### config.mk
export PLATFORM = sky130hd
export DESIGN_NAME = quic_long_header_detector_core
export DESIGN_NICKNAME = d
export VERILOG_FILES = /design/src/rtl/core/qlhd_pkg.sv /design/src/rtl/core/quic_long_header_detector_core.sv /design/src/rtl/core/qlhd_judge.sv
export SDC_FILE = /design/constraint.sdc
export NUM_CORES = 1
export LEC_CHECK = 0
export ABC_AREA = 1
export BUFFER_PORTS_ARGS = -buffer_cell sky130_fd_sc_hd__buf_2
export CAP_MARGIN = 40
export CORE_AREA = 4 4 130 157
export DETAILED_ROUTE_END_ITERATION = 16
export DIE_AREA = 0 0 134 161
export PLACE_DENSITY = 0.79
export SLEW_MARGIN = 20
export SYNTH_ARGS = -nofsm -noshare
export SYNTH_HDL_FRONTEND = slang
export SYNTH_SLANG_ARGS = --single-unit
### constraint.sdc
create_clock -name clock -period 10.2 [get_ports clock]
set_input_delay 1.53 -clock clock [delete_from_list [all_inputs] [get_ports clock]]
set_output_delay 1.53 -clock clock [all_outputs]
set_load 0.03 [all_outputs]
### src/rtl/core/qlhd_pkg.sv
package qlhd_pkg;

   localparam logic [1:0] ST_PROGRESS = 2'd0;
   localparam logic [1:0] ST_DETECTED = 2'd1;
   localparam logic [1:0] ST_FAILED   = 2'd2;

   localparam logic [2:0] PH_START     = 3'd0;
   localparam logic [2:0] PH_INITIAL   = 3'd1;
   localparam logic [2:0] PH_HANDSHAKE = 3'd2;
   localparam logic [2:0] PH_DONE      = 3'd3;
   localparam logic [2:0] PH_FAILED    = 3'd4;

   localparam logic [1:0] KIND_INITIAL   = 2'd0;
   localparam logic [1:0] KIND_ZERO_RTT  = 2'd1;
   localparam logic [1:0] KIND_HANDSHAKE = 2'd2;
   localparam logic [1:0] KIND_RETRY     = 2'd3;

   localparam int FLAG_INITIAL   = 0;
   localparam int FLAG_HANDSHAKE = 1;
   localparam int FLAG_EARLY     = 2;
   localparam int FLAG_RETRY     = 3;

   localparam logic [9:0] OFFSET_MAX      = 10'd1023;
   localparam logic [7:0] LONG_HEADER_MSK = 8'hC0;
   localparam logic [1:0] KIND_MSK        = 2'h3;
   localparam logic [7:0] CID_LEN_RESET   = 8'd20;

   localparam logic CSR_MAX_CID = 1'b0;

   typedef struct packed {
      logic [2:0]  phase;
      logic [3:0]  flags;
      logic [31:0] version;
      logic [1:0]  kind;
      logic [7:0]  dest_len;
      logic [7:0]  source_len;
      logic [9:0]  offset;
      logic [7:0]  first_byte;
      logic [31:0] pkt_version;
      logic [7:0]  pkt_dest_len;
      logic [7:0]  pkt_source_len;
   } state_type;

   typedef struct packed {
      logic [1:0]  status;
      logic [31:0] version;
      logic [1:0]  kind;
      logic [7:0]  dest_len;
      logic [7:0]  source_len;
      logic [2:0]  phase;
      logic [3:0]  flags;
   } result_type;

endpackage

### src/rtl/core/quic_long_header_detector_core.sv
// QUIC long-header detector for the UDP payload of one flow.
// Request channel: one payload byte per request (req_data_byte), with
// req_last_byte high on the final byte of each packet. Requests are taken
// at one per cycle whenever the result register is empty or being drained.
// Result channel: one result per packet, built from the last byte and shown
// on the rsp_ ports the cycle after that byte is accepted.
// Non-final bytes only update the parse state and give no result.
// Throughput: one byte per cycle while req_ready is high (state update loop).
// When the receiver stalls, the result register holds its result and
// req_ready drops until it is taken; a taken result frees the register in
// the same cycle, so back-to-back packets flow without a bubble.
// Configuration: max_cid_length at byte address 0 of the csr_ port, to be written
// by the user only while the block is idle (not enforced); reads return it.
// Reset (synchronous, active high): parse state, sticky flags and committed
// fields clear to zero, max_cid_length returns to 20 and the result register
// empties. No clearing pass is needed.
module quic_long_header_detector_core import qlhd_pkg::*; (
   input  logic        clock,
   input  logic        reset,
   input  logic        req_valid,
   output logic        req_ready,
   input  logic [7:0]  req_data_byte,
   input  logic        req_last_byte,
   output logic        rsp_valid,
   input  logic        rsp_ready,
   output logic [1:0]  rsp_status,
   output logic [31:0] rsp_version,
   output logic [1:0]  rsp_packet_kind,
   output logic [7:0]  rsp_dest_id_length,
   output logic [7:0]  rsp_source_id_length,
   output logic [2:0]  rsp_phase,
   output logic        rsp_initial_flag,
   output logic        rsp_handshake_flag,
   output logic        rsp_early_data_flag,
   output logic        rsp_retry_flag,
   input  logic        csr_psel,
   input  logic        csr_penable,
   input  logic        csr_pwrite,
   input  logic [2:0]  csr_paddr,
   input  logic [31:0] csr_pwdata,
   output logic [31:0] csr_prdata,
   output logic        csr_pready
);

   state_type  state_ff;
   state_type  state_in;
   result_type res_in;
   result_type res_ff;
   logic       rsp_valid_ff;
   logic       rsp_valid_in;
   logic [7:0] max_cid_ff;
   logic [7:0] max_cid_in;
   logic       req_fire;
   logic       csr_write;

   qlhd_judge u_judge (
      .cur       (state_ff),
      .data_byte (req_data_byte),
      .last_byte (req_last_byte),
      .max_cid   (max_cid_ff),
      .nxt       (state_in),
      .res       (res_in)
   );

   assign req_ready  = !rsp_valid_ff || rsp_ready;
   assign req_fire   = req_valid && req_ready;
   assign csr_pready = 1'b1;
   assign csr_write  = csr_psel && csr_penable && csr_pwrite && csr_pready;

   always_comb begin
      max_cid_in = max_cid_ff;
      if (csr_write && csr_paddr[2] == CSR_MAX_CID) max_cid_in = csr_pwdata[7:0];

      rsp_valid_in = rsp_valid_ff;
      if (rsp_ready) rsp_valid_in = 1'b0;
      if (req_fire && req_last_byte) rsp_valid_in = 1'b1;
   end

   always_ff @(posedge clock) begin
      if (reset) begin
         state_ff     <= '0;
         rsp_valid_ff <= 1'b0;
         max_cid_ff   <= CID_LEN_RESET;
      end else begin
         if (req_fire) state_ff <= state_in;
         rsp_valid_ff <= rsp_valid_in;
         max_cid_ff   <= max_cid_in;
      end
   end

   always_ff @(posedge clock) begin
      if (req_fire && req_last_byte) res_ff <= res_in;
   end

   always_comb begin
      csr_prdata = 32'd0;
      if (csr_paddr[2] == CSR_MAX_CID) csr_prdata = {24'd0, max_cid_ff};
   end

   assign rsp_valid            = rsp_valid_ff;
   assign rsp_status           = res_ff.status;
   assign rsp_version          = res_ff.version;
   assign rsp_packet_kind      = res_ff.kind;
   assign rsp_dest_id_length   = res_ff.dest_len;
   assign rsp_source_id_length = res_ff.source_len;
   assign rsp_phase            = res_ff.phase;
   assign rsp_initial_flag     = res_ff.flags[FLAG_INITIAL];
   assign rsp_handshake_flag   = res_ff.flags[FLAG_HANDSHAKE];
   assign rsp_early_data_flag  = res_ff.flags[FLAG_EARLY];
   assign rsp_retry_flag       = res_ff.flags[FLAG_RETRY];

endmodule

### src/rtl/core/qlhd_judge.sv
module qlhd_judge import qlhd_pkg::*; (
   input  state_type  cur,
   input  logic [7:0] data_byte,
   input  logic       last_byte,
   input  logic [7:0] max_cid,
   output state_type  nxt,
   output result_type res
);

   logic [10:0] off_w;
   logic [10:0] dest_end;
   logic [10:0] source_end;
   logic [1:0]  status;

   always_comb begin
      nxt    = cur;
      status = ST_PROGRESS;
      off_w  = {1'b0, cur.offset};

      if (cur.offset == 10'd0) begin
         nxt.first_byte = data_byte;
      end else if (cur.offset <= 10'd4) begin
         nxt.pkt_version = {cur.pkt_version[23:0], data_byte};
      end else if (cur.offset == 10'd5) begin
         nxt.pkt_dest_len = data_byte;
      end else if (off_w == 11'd6 + {3'b000, cur.pkt_dest_len}) begin
         nxt.pkt_source_len = data_byte;
      end

      dest_end   = 11'd5 + {3'b000, nxt.pkt_dest_len};
      source_end = dest_end + 11'd1 + {3'b000, nxt.pkt_source_len};

      if (last_byte) begin
         nxt.offset = 10'd0;
         if (cur.phase == PH_DONE) begin
            status = ST_DETECTED;
         end else if (cur.phase == PH_FAILED) begin
            status = ST_FAILED;
         end else if (off_w < 11'd4 ||
                      (nxt.first_byte & LONG_HEADER_MSK) != LONG_HEADER_MSK) begin
            status = ST_PROGRESS;
         end else begin
            nxt.version = nxt.pkt_version;
            nxt.kind    = nxt.first_byte[5:4] & KIND_MSK;
            if (nxt.pkt_version == 32'd0) begin
               nxt.phase = PH_DONE;
               status    = ST_DETECTED;
            end else if (off_w < 11'd5) begin
               status = ST_PROGRESS;
            end else begin
               nxt.dest_len = nxt.pkt_dest_len;
               if (nxt.pkt_dest_len > max_cid || off_w < dest_end) begin
                  nxt.phase = PH_FAILED;
                  status    = ST_FAILED;
               end else if (off_w < dest_end + 11'd1) begin
                  status = ST_PROGRESS;
               end else begin
                  nxt.source_len = nxt.pkt_source_len;
                  if (nxt.pkt_source_len > max_cid || off_w < source_end) begin
                     nxt.phase = PH_FAILED;
                     status    = ST_FAILED;
                  end else begin
                     case (nxt.kind)
                        KIND_INITIAL: begin
                           nxt.flags[FLAG_INITIAL] = 1'b1;
                           if (cur.phase == PH_START) nxt.phase = PH_INITIAL;
                        end
                        KIND_HANDSHAKE: begin
                           nxt.flags[FLAG_HANDSHAKE] = 1'b1;
                           if (cur.phase == PH_INITIAL) nxt.phase = PH_HANDSHAKE;
                        end
                        KIND_ZERO_RTT: nxt.flags[FLAG_EARLY] = 1'b1;
                        default:       nxt.flags[FLAG_RETRY] = 1'b1;
                     endcase
                     if (nxt.flags[FLAG_INITIAL]) begin
                        nxt.phase = PH_DONE;
                        status    = ST_DETECTED;
                     end
                  end
               end
            end
         end
      end else if (cur.offset != OFFSET_MAX) begin
         nxt.offset = cur.offset + 10'd1;
      end

      res.status     = status;
      res.version    = nxt.version;
      res.kind       = nxt.kind;
      res.dest_len   = nxt.dest_len;
      res.source_len = nxt.source_len;
      res.phase      = nxt.phase;
      res.flags      = nxt.flags;
   end

endmodule

=== Word level (Yosys, flattened, before mapping) ===
Cells that the tools add are included.
W data, S select, Z words.

* Register bits: 191

* Add/subtract/negate cells: 5
* Order comparisons: 8
* Equality and inequality tests: 9
* Multiplexer cells: 54
* Bitwise logic cells: 2
* Reduce and logical (&&, ||, !) cells: 20

{| class="wikitable"
|+ Operators by type and width
! operator !! number
|-
| $mux W57 || 4
|-
| $mux W8 || 7
|-
| $mux W16 || 3
|-
| $mux W48 || 1
|-
| $lt A10 B11 Y1 || 3
|-
| $logic_not A32 Y1 || 1
|-
| $mux W32 || 1
|-
| $lt A10 B3 Y1 const B || 2
|-
| $mux W10 || 2
|-
| $add A3 B8 Y9 const A || 2
|-
| $mux W3 || 6
|-
| $mux W1 || 17
|-
| $gt A8 B8 Y1 || 2
|-
| $mux W2 || 7
|-
| $mux W7 || 2
|-
| $mux W4 || 3
|-
| $add A11 B1 Y11 const B || 1
|-
| $add A11 B8 Y11 || 1
|-
| $eq A10 B11 Y1 || 1
|-
| $add A10 B1 Y10 const B || 1
|-
| $eq A10 B3 Y1 const B || 1
|-
| $le A10 B3 Y1 const B || 1
|-
| $logic_not A10 Y1 || 1
|-
| $ne A10 B10 Y1 const B || 1
|-
| 17 further kinds || 27
|}

=== Depth between registers and ports, before layout ===
Gate-level depths: netlist of the first run.

* Depth after elaboration: 30
* Gate-level depth with buffers: 42
* Depth with buffers taken out: 42

=== Cells and area by module ===
Synthesis of the first run repeated with hierarchy kept, for this count alone.

* Cells, all modules: 1851
* Area total of the unflattened synthesis: 12518.3 µm²

{| class="wikitable"
|+ By module, submodules not included
! module !! times used !! cells each !! area an instance (µm²)
|-
| quic_long_header_detector_core || 1 || 959 || 7669.9
|-
| qlhd_judge || 1 || 892 || 4848.4
|}

=== Least setup slack after synthesis of the first run ===
No wires, ideal clock.

* Path type: input to register
* Start point: in req_data_byte[1]
* End point: reg res_ff (netlist bit rsp_phase[0]), data pin
* Arrival time: 5350 ps
* Required time: 9934 ps
* Slack: 4585 ps
* Cell stages on the path: 32
* Cell sequence: inv_1 -> o21ai_0 -> ha_1 -> inv_1 -> xor2_1 -> nor3_1 -> or2_2 -> nand2_1 -> inv_1 -> ha_1 -> a21oi_1 -> nand2_1 -> a21oi_1 -> nor2_1 -> nor2_1 -> nor2_1 -> o21ai_0 -> nand2_1 -> nand3b_1 -> nand2_1 -> ha_1 -> a21o_1 -> a21oi_1 -> nand3_1 -> nand2_1 -> inv_1 -> nand2_1 -> nand2_1 -> nand4_1 -> nand2_1 -> nand2_1 -> a22oi_1

{| class="wikitable"
|+ RTL lines
! element !! RTL line !! text
|-
| from (decl) || quic_long_header_detector_core.sv:22 || <nowiki>input logic [7:0] req_data_byte,</nowiki>
|-
| to (signal assigned) || quic_long_header_detector_core.sv:92 || <nowiki>if (req_fire && req_last_byte) res_ff <= res_in;</nowiki>
|-
| to (decl) || quic_long_header_detector_core.sv:48 || <nowiki>result_type res_ff;</nowiki>
|}

==> results of run 1 <==
[cell usage after synthesis, types with 4 or more instances]
cell,count
nand2_1,300
inv_1,226
nor2_1,169
dfxtp_1,128
o21ai_0,98
a21oi_1,63
edfxtp_1,59
o21ai_1,59
ha_1,58
nand3_1,42
o211ai_1,41
clkbuf_1,34
buf_4,25
o21ai_2,18
xor2_1,18
nand2_2,13
nand4_1,12
inv_2,9
nor3_1,8
buf_6,7
nor2_2,7
buf_2,6
xnor2_1,5
buf_1,4
nor2_4,4
[cell type report]
type,count,share of cell area
Multi-Input combinational cell,975,0.436
Clock inverter,15,0.0162
Timing Repair Buffer,101,0.0441
Tap cell,256,0.0270
Inverter,237,0.0752
Clock buffer,17,0.0359
Sequential cell,187,0.366
[flip-flops by register name, summed over array words and instances (netlist names)]
register	cells
state_ff	119
rsp_version	32
max_cid_ff	8
rsp_dest_id_length	8
rsp_source_id_length	8
rsp_phase	3
rsp_packet_kind	2
rsp_status	2
rsp_early_data_flag	1
rsp_handshake_flag	1
rsp_initial_flag	1
rsp_retry_flag	1
rsp_valid	1
[how the worst max path moves through the flow]
stage / start / end / slack [ns] / depth (start not counted)
floorplan: req_data_byte[1] / rsp_phase[0]$_DFFE_PP_ / 4.58 / 32
global placement: req_data_byte[0] / rsp_phase[0]$_DFFE_PP_ / 3.99 / 37
detailed placement: req_data_byte[0] / rsp_phase[0]$_DFFE_PP_ / 3.94 / 37
CTS: state_ff[56]$_SDFFE_PP0P_ / rsp_phase[0]$_DFFE_PP_ / 4.33 / 39
global route: state_ff[56]$_SDFFE_PP0P_ / rsp_phase[0]$_DFFE_PP_ / 3.77 / 39
finish: state_ff[56]$_SDFFE_PP0P_ / rsp_phase[0]$_DFFE_PP_ / 4.26 / 39
[stage by stage]
stage / power (mW) / hold slack, ns
2_1_floorplan: 1.13 / 0.445
3_3_place_gp: 1.19 / 0.455
3_5_place_dp: 1.20 / 0.468
4_1_cts: 1.88 / 0.480
5_1_grt: 1.97 / 0.514
6_report: 1.88 / 0.478
[metal layers]
layer | wire length [µm] | global-route usage | vias up
met5 | 0 | 0 | -
met4 | 694 | 0.0851 | 0
met3 | 1200 | 0.0374 | 51
met2 | 12800 | 0.417 | 249
met1 | 10200 | 0.272 | 4284
li1 | - | - | 4758
[worst reg2reg max path: cells and delay by family (launching register included)]
family / cells / cell delay [ns]
buf+inv: 5 / 0.72
flops: 1 / 0.39
compound gates: 7 / 0.88
xor+xnor: 1 / 0.26
fa+ha+maj: 4 / 1.10
simple gates: 22 / 2.34
[power breakdown]
group / switching (mW) / internal [mW] / leakage, nW
Sequential: 0.0262 / 0.817 / 1.62
Clock: 0.313 / 0.376 / 0.302
Combinational: 0.237 / 0.107 / 4.17
Total: 0.576 / 1.30 / 6.09
[kinds of logic (layout without fill, tap and decap cells)]
logic type	count (synthesis)	after routing	share of synthesized area
simple gates	572	572	0.226
buf+inv	314	370	0.125
compound gates	295	295	0.157
flops	187	187	0.403
fa+ha+maj	59	59	0.0694
xor+xnor	23	23	0.0187
other cells	2	26	0.000699
==> flow_metrics.py, run 1 <==
metrics = {
    "logic_synthesis": {
        "ys.flop_type": "dfxtp_1",
        "async_flop_share": 0,
        "synth_area_um2": 10800,
        "syn_area_per_cell_um2": 7.40,
        "synth_top_area_share": 0.238,
        "ys_types": 43,
        "synth_edf_count": 59,
        "synth_largest_area_cell": "dfxtp_1",
        "netlist_instances": 1452,
        "seq_area_frac_synth": 0.403,
        "ys_warn_count": 0,
        "ys_top_cells_by_area": "dfxtp_1, edfxtp_1, nand2_1",
        "synth_seq_cells": 187,
    },
    "clock_network": {
        "ctsResizeCount": 0,
        "ctsRootBufferMaster": "clkbuf_16",
        "cts_tree": "yes",
        "clk_pin_slew_ns": 0.07,
        "cts.sinks": 187,
        "cts_buffer_depth": 2,
        "cts_buffers": 17,
        "insertion_delay_ns": 0.43,
        "post-cts-setup-buffers": 0,
        "h-tree-depth": 4,
        "postCtsHoldBufs": 0,
    },
    "power_and_ir_drop": {
        "p_leak_nw": 6.09,
        "p_per_area_nw_per_um2": 158,
        "ir_worst_vdd_v": 0.000114,
    },
    "die": {
        "die_y_um": 161,
        "pin_count": 145,
        "die_area_um2": 21600,
        "row_count": 55,
        "die_w_um": 134,
        "coreArea_um2": 18800,
        "start_util": 0.572,
    },
    "placement": {
        "dp_hpwl_um": 17800,
        "place.port_buffers": 93,
        "post-place-cells": 1755,
        "detailed_place.area_um2": 11200,
        "gp_congestion": 0.911,
        "dpl_worst_slack_ns": 3.94,
    },
    "timing": {
        "rsz0062_at_grt": "false",
        "drv_slew": 0,
        "slew_headroom": 0.447,
        "finalSetupViolations": 0,
        "worst_pin_slew_ns": 0.829,
        "period_share": 0.582,
        "fin_skew_ns": 0.0121,
        "hold_viol": 0,
        "min_period_ns": 5.94,
        "setup_tns_ns": 0,
        "worst_slack_ns": 4.26,
        "fmax_ghz": 0.168,
    },
    "setup_path": {
        "arrival_ns": 6.10,
        "cp_top_family": "simple AND/OR/NAND/NOR gates",
        "critPathCaptureType": "register",
        "r2r_cells": 39,
        "worst_ep_required_time_ns": 10.37,
        "r2r_start": "state_ff[56]$_SDFFE_PP0P_",
        "cp_slowest_cell": "dfxtp_1",
        "cp_max_fo": 10,
        "path_class": "register to register",
        "cp_num_buf_inv": 5,
        "reg2reg_to": "rsp_phase[0]$_DFFE_PP_",
        "r2r_slack_ns": 4.26,
        "cp-start-kind": "register",
        "cpMostUsedCell": "nand2_1",
        "crit_path_max_incr_delay_ns": 0.39,
    },
    "global_routing": {
        "grt_max_degree": 81,
        "grt_overflow": 0,
        "antenna_found_initial": 0,
        "track_usage": 0.230,
        "grt_pass1_vias": 8782,
        "grt_pass1_wl_um": 40800,
    },
    "drt": {
        "drc": 0,
        "drt_iter0_drc": 814,
        "via_per_inst": 5.22,
        "wirelength_um": 24900,
        "drt-wirelength-per-cell_um": 13.9,
        "num_vias": 9342,
        "ant_nets": 0,
        "first_pass_iters": 6,
    },
    "cells_and_area": {
        "final-seq-area_um2": 4330,
        "final_nets": 1629,
        "fin_cells": 1788,
        "final_cell_mix": "nand2_1, inv_1, nor2_1",
        "design_area_um2": 11900,
        "synthToLayoutAreaGrowth_pct": 10.3,
        "fillers": 1620,
        "multi_input_area_um2": 5170,
        "diodes": 0,
        "drive_above_1_share": 0.129,
        "post-route-util": 0.631,
        "final_common_cell": "nand2_1",
    },
    "outcome": {
        "outcome": "finished, final reports clean",
    },
    "run": {
        "drv_cap": 0,
    },
    "worst_hold_path": {
        "whs_path_depth": 2,
        "worstHoldPathType": "register to register",
        "hp-start": "state_ff[119]$_SDFFE_PP0P_",
        "holdPathEnd": "state_ff[119]$_SDFFE_PP0P_",
    },
}
Power figures use the tool's default switching activity.
==> run 2: changes to the inputs <==
==> constraint.sdc (replaced) <==
create_clock -name clock -period 6.2 [get_ports clock]
set_input_delay 0.93 -clock clock [delete_from_list [all_inputs] [get_ports clock]]
set_output_delay 0.93 -clock clock [all_outputs]
set_load 0.03 [all_outputs]
==> run 2 against run 1 <==
Against the previous run: die area is the same; core utilization is essentially flat; sequential share of layout area is essentially flat; maximum frequency grew 4.7%; clock skew is essentially flat; hold slack lost 0.0014 ns; wire length shrank 0.86%; total power grew 59%; clock-buffer cell count is the same; critical endpoint unchanged; combinational power grew 65%; register-to-register slack lost 3.7 ns; first-iteration DRC count shrank 11%.
==> flow_metrics.py, run 2 (synthesized netlist as in run 1, its figures left out) <==
metrics = {
    "placement": {
        "dp_hpwl_um": 18000,
        "dpl_worst_slack_ns": 0.411,
        "gp_congestion": 0.931,
        "place.port_buffers": 93,
    },
    "clock_network": {
        "cts_tree": "yes",
        "h-tree-depth": 4,
        "ctsRootBufferMaster": "clkbuf_16",
        "insertion_delay_ns": 0.43,
        "postCtsHoldBufs": 0,
        "cts_buffer_depth": 2,
        "cts.sinks": 187,
        "clk_pin_slew_ns": 0.07,
        "cts_buffers": 17,
    },
    "cells_and_area": {
        "final_common_cell": "nand2_1",
        "post-route-util": 0.632,
        "fillers": 1695,
        "top_register": "state_ff",
        "final-seq-area_um2": 4340,
        "largest_register_ffs": 119,
        "drive_above_1_share": 0.134,
        "final_cell_mix": "nand2_1, inv_1, nor2_1",
        "diodes": 0,
        "multi_input_area_um2": 5180,
        "final_nets": 1634,
        "synthToLayoutAreaGrowth_pct": 10.4,
    },
    "timing": {
        "fin_skew_ns": 0.0125,
        "setup_tns_ns": 0,
        "slew_headroom": 0.466,
        "finalSetupViolations": 0,
        "hold_viol": 0,
        "worst_slack_ns": 0.529,
        "min_period_ns": 5.67,
        "worst_pin_slew_ns": 0.801,
        "fmax_ghz": 0.176,
        "period_share": 0.915,
        "drv_slew": 0,
    },
    "power_and_ir_drop": {
        "p_leak_nw": 6.09,
        "pwr-share-comb": 0.190,
        "p_per_area_nw_per_um2": 251,
        "ir_worst_vdd_v": 0.000182,
        "p_sw_mw": 0.930,
        "switching_share": 0.312,
        "p_seq_frac": 0.465,
        "internal-power_mw": 2.05,
        "p_clk_frac": 0.344,
    },
    "setup_path": {
        "cp_max_fo": 10,
        "crit_path_max_incr_delay_ns": 0.42,
        "worst_ep_required_time_ns": 6.36,
        "path_class": "register to register",
        "cpMostUsedCell": "nand2_1",
        "arrival_ns": 5.84,
        "cp_slowest_cell": "dfxtp_1",
        "cp-start-kind": "register",
        "critPathCaptureType": "register",
    },
    "drt": {
        "via_per_inst": 5.18,
        "num_vias": 9294,
        "first_pass_iters": 7,
        "ant_nets": 0,
        "drt_iter0_drc": 723,
        "drt-wirelength-per-cell_um": 13.8,
        "drc": 0,
        "wirelength_um": 24700,
    },
    "global_routing": {
        "grt_max_degree": 82,
        "grt_overflow": 0,
        "grt_pass1_vias": 8743,
        "grt_busiest_layer": "met2",
        "grt_use_met2": 0.415,
        "use_met3": 0.0358,
        "grt_pass1_wl_um": 40600,
        "track_usage": 0.229,
        "met1_usage": 0.267,
        "antenna_found_initial": 0,
    },
    "run": {
        "drv_cap": 0,
    },
    "worst_hold_path": {
        "worstHoldPathType": "register to register",
    },
    "die": {
        "start_util": 0.572,
        "row_count": 55,
        "pin_count": 145,
        "coreArea_um2": 18800,
        "die_w_um": 134,
        "die_y_um": 161,
        "die_area_um2": 21600,
    },
    "outcome": {
        "outcome": "finished, final reports clean",
    },
}
==> run 2: changes by cell type in the layout (fill, tap and decap cells not counted), sizes merged <==
cell and delta:
inv -4, buf +5, clkinvlp +2, bufinv -2, clkinv +4
==> run 2: worst paths after layout <==
check,startpoint,endpoint,slack (ns),cells after the start
setup / recovery,state_ff[56]$_SDFFE_PP0P_,rsp_phase[0]$_DFFE_PP_,0.53,40
hold / removal,state_ff[119]$_SDFFE_PP0P_,state_ff[119]$_SDFFE_PP0P_,0.48,2
setup reg to reg,state_ff[56]$_SDFFE_PP0P_,rsp_phase[0]$_DFFE_PP_,0.53,40
hold reg to reg,state_ff[119]$_SDFFE_PP0P_,state_ff[119]$_SDFFE_PP0P_,0.48,2
==> run 2: per-stage QoR <==
step	cell area, µm²	total power, mW	hold slack, ns	cells
floorplan	10800	1.86	0.445	1476
global placement	11300	1.95	0.456	1758
detailed placement	11300	1.97	0.465	1759
CTS	11800	2.99	0.476	1791
global route	11900	3.13	0.493	1793
finish	11900	2.98	0.477	1793
==> run 2: metal layers <==
layer / vias up / share of wire / wire length [µm]
li1: 4769 / - / -
met1: 4236 / 0.41 / 10100
met2: 219 / 0.51 / 12600
met3: 70 / 0.044 / 1090
met4: 0 / 0.036 / 879
met5: - / 0 / 0
==> run 2: critical path: cells and delay by family, from the launching register on <==
family	cells	cell delay, ns
buffers and inverters	4	0.53
AND/OR/NAND/NOR	25	2.60
flip-flops	1	0.42
AO/OA/AOI/OAI	7	0.87
adder cells (fa/ha/maj)	4	1.00
==> run 2: power groups by stage <==
stage                     clock network, mW  registers (mW)  logic [mW]
after floorplan                           0            1.44       0.413
after global placement                    0            1.41       0.544
after detailed placement                  0            1.41       0.561
after CTS                              1.03            1.39       0.566
after global routing                   1.09            1.39       0.647
final                                  1.03            1.39       0.567
==> run 2: final cells by class <==
class,count,share of cell area
sequential,187,0.365
tap,256,0.0270
inverter,237,0.0755
clock inverter,15,0.0110
timing repair buffer,106,0.0485
multi-input combinational,975,0.437
clock buffer,17,0.0359
==> run 2: repair_timing <==
| item | in CTS | in global routing |
|---|---|---|
| gates resized for setup | 0 | 4 |
| hold endpoints to repair | 0 | 0 |
| setup buffers | 0 | 2 |
| endpoints found under the setup margin | 0 | 6 |
==> run 3: changes to the inputs <==
--- a/config.mk
+++ b/config.mk
@@ -8,10 +8,10 @@
 export ABC_AREA = 1
 export BUFFER_PORTS_ARGS = -buffer_cell sky130_fd_sc_hd__buf_2
 export CAP_MARGIN = 40
-export CORE_AREA = 4 4 130 157
+export CORE_AREA = 4 4 136 164
 export DETAILED_ROUTE_END_ITERATION = 16
-export DIE_AREA = 0 0 134 161
-export PLACE_DENSITY = 0.79
+export DIE_AREA = 0 0 140 168
+export PLACE_DENSITY = 0.76
 export SLEW_MARGIN = 20
 export SYNTH_ARGS = -nofsm -noshare
 export SYNTH_HDL_FRONTEND = slang
==> constraint.sdc (replaced) <==
create_clock -name clock -period 5.12 [get_ports clock]
set_input_delay 0.768 -clock clock [delete_from_list [all_inputs] [get_ports clock]]
set_output_delay 0.768 -clock clock [all_outputs]
set_load 0.03 [all_outputs]
==> run 3 against run 2 <==
Against the previous run: die area up 9.0%; critical endpoint is now rsp_phase[1]$_DFFE_PP_; critical path type unchanged; register-to-register slack got worse by 0.37 ns; maximum frequency rose by 14%; final cell count up 4.7%.
==> flow_metrics.py, run 3 (synthesized netlist as in run 1, its figures left out) <==
metrics = {
    "clock_network": {
        "h-tree-depth": 4,
        "cts_buffer_depth": 2,
        "cts_tree": "yes",
        "cts.sinks": 187,
        "ctsRootBufferMaster": "clkbuf_16",
        "clk_pin_slew_ns": 0.07,
        "cts_buffers": 17,
        "postCtsHoldBufs": 0,
        "insertion_delay_ns": 0.43,
    },
    "timing": {
        "fmax_ghz": 0.202,
        "period_share": 0.969,
        "worst_pin_slew_ns": 0.805,
        "slew_headroom": 0.463,
        "hold_viol": 0,
        "worst_slack_ns": 0.160,
        "min_period_ns": 4.96,
        "drv_slew": 0,
        "hold_ws_ns": 0.481,
        "finalSetupViolations": 0,
        "fin_skew_ns": 0.0103,
    },
    "power_and_ir_drop": {
        "p_seq_frac": 0.440,
        "p_sw_mw": 1.14,
        "switching_share": 0.298,
        "pwr-share-comb": 0.209,
        "internal-power_mw": 2.68,
        "p_clk_frac": 0.352,
        "p_per_area_nw_per_um2": 299,
        "p_leak_nw": 6.50,
        "ir_worst_vdd_v": 0.000268,
    },
    "setup_path": {
        "cp_max_fo": 4,
        "path_class": "register to register",
        "critPathCaptureType": "register",
        "r2r_start": "state_ff[56]$_SDFFE_PP0P_",
        "cp-startpoint": "state_ff[56]$_SDFFE_PP0P_",
        "r2r_cells": 35,
        "crit_path_end": "rsp_phase[1]$_DFFE_PP_",
        "crit_path_max_incr_delay_ns": 0.38,
        "reg2reg_to": "rsp_phase[1]$_DFFE_PP_",
        "cp_slowest_cell": "dfxtp_4",
        "r2r_slack_ns": 0.16,
        "cpMostUsedCell": "nand2_1",
        "worst_ep_required_time_ns": 5.38,
        "arrival_ns": 5.22,
        "cp-start-kind": "register",
    },
    "die": {
        "start_util": 0.518,
        "die_y_um": 168,
        "die_area_um2": 23500,
        "pin_count": 145,
        "die_w_um": 140,
        "row_count": 58,
        "coreArea_um2": 20800,
    },
    "drt": {
        "wirelength_um": 27100,
        "num_vias": 9778,
        "drt_iter0_drc": 803,
        "first_pass_iters": 6,
        "drt-wirelength-per-cell_um": 14.4,
        "ant_nets": 0,
        "drc": 0,
        "via_per_inst": 5.21,
    },
    "global_routing": {
        "antenna_found_initial": 0,
        "grt_pass1_vias": 9220,
        "grt_overflow": 0,
        "grt_max_degree": 99,
        "track_usage": 0.226,
        "grt_pass1_wl_um": 43800,
    },
    "outcome": {
        "outcome": "finished, final reports clean",
    },
    "cells_and_area": {
        "final_nets": 1704,
        "diodes": 0,
        "top_register": "state_ff",
        "fin_cells": 1877,
        "final_common_cell": "nand2_1",
        "synthToLayoutAreaGrowth_pct": 18.9,
        "drive_above_1_share": 0.210,
        "largest_register_ffs": 119,
        "final_cell_mix": "nand2_1, inv_1, nor2_1",
    },
    "worst_hold_path": {
        "worstHoldPathType": "register to register",
    },
    "run": {
        "drv_cap": 0,
    },
    "placement": {
        "gp_congestion": 0.912,
        "dpl_worst_slack_ns": -0.116,
        "post-place-cells": 1838,
        "dp_hpwl_um": 19200,
        "place.port_buffers": 93,
    },
}
==> run 3: power groups by stage <==
stage | Combinational (mW) | Clock (mW) | Sequential, mW
floorplan | 0.501 | 0 | 1.75
global placement | 0.710 | 0 | 1.71
detailed placement | 0.731 | 0 | 1.71
CTS | 0.739 | 1.36 | 1.68
global route | 0.894 | 1.43 | 1.69
finish | 0.797 | 1.34 | 1.68
==> run 3: worst max-delay path, delay by kind of cell (launching register included) <==
| kind | cells | cell delay (ns) |
|---|---|---|
| AO/OA/AOI/OAI | 3 | 0.69 |
| XOR/XNOR | 2 | 0.28 |
| adder cells (fa/ha/maj) | 4 | 0.90 |
| buffers and inverters | 6 | 0.54 |
| flip-flops | 1 | 0.38 |
| AND/OR/NAND/NOR | 20 | 1.99 |
==> run 3: what timing repair did <==
action	in CTS	in global routing
buffers inserted	0	7
pin swaps	0	42
setup endpoints to repair	11	16
endpoints found under the hold margin	0	0
gates resized for setup	5	83
==> run 3: layer usage <==
layer,track usage,vias up,part of all wire
met4,0.0818,0,0.027
met2,0.412,313,0.52
met3,0.0352,51,0.048
met1,0.269,4508,0.40
met5,0,-,0
li1,-,4906,-
==> run 3: layout make-up <==
class,count,area (µm²)
multi-input cells,975,5490
well taps,270,338
clock inverters,14,169
flip-flops and latches,187,4340
inverters,237,902
fillers,1829,7980
repair buffers,176,1110
clock buffers,18,429
==> run 3: stage by stage <==
step | power (mW) | TNS [ns] | utilization | area (µm²)
2_1_floorplan | 2.25 | 0 | - | 10800
5_1_grt | 4.01 | -0.299 | 0.616 | 12800
3_3_place_gp | 2.42 | -0.000471 | 0.568 | 11800
3_5_place_dp | 2.44 | -0.512 | 0.568 | 11800
4_1_cts | 3.78 | 0 | 0.597 | 12400
6_report | 3.82 | 0 | 0.616 | 12800
==> run 3: worst min path at each step <==
| stage | from | end | slack [ns] | cells after the start |
|---|---|---|---|---|
| 2_1_floorplan | state_ff[117]$_SDFFE_PP0P_ | state_ff[117]$_SDFFE_PP0P_ | 0.45 | 2 |
| 3_3_place_gp | state_ff[118]$_SDFFE_PP0P_ | state_ff[118]$_SDFFE_PP0P_ | 0.46 | 2 |
| 3_5_place_dp | state_ff[119]$_SDFFE_PP0P_ | state_ff[119]$_SDFFE_PP0P_ | 0.47 | 2 |
| 4_1_cts | state_ff[119]$_SDFFE_PP0P_ | state_ff[119]$_SDFFE_PP0P_ | 0.48 | 2 |
| 5_1_grt | state_ff[118]$_SDFFE_PP0P_ | state_ff[118]$_SDFFE_PP0P_ | 0.51 | 2 |
| 6_report | state_ff[117]$_SDFFE_PP0P_ | state_ff[117]$_SDFFE_PP0P_ | 0.48 | 2 |
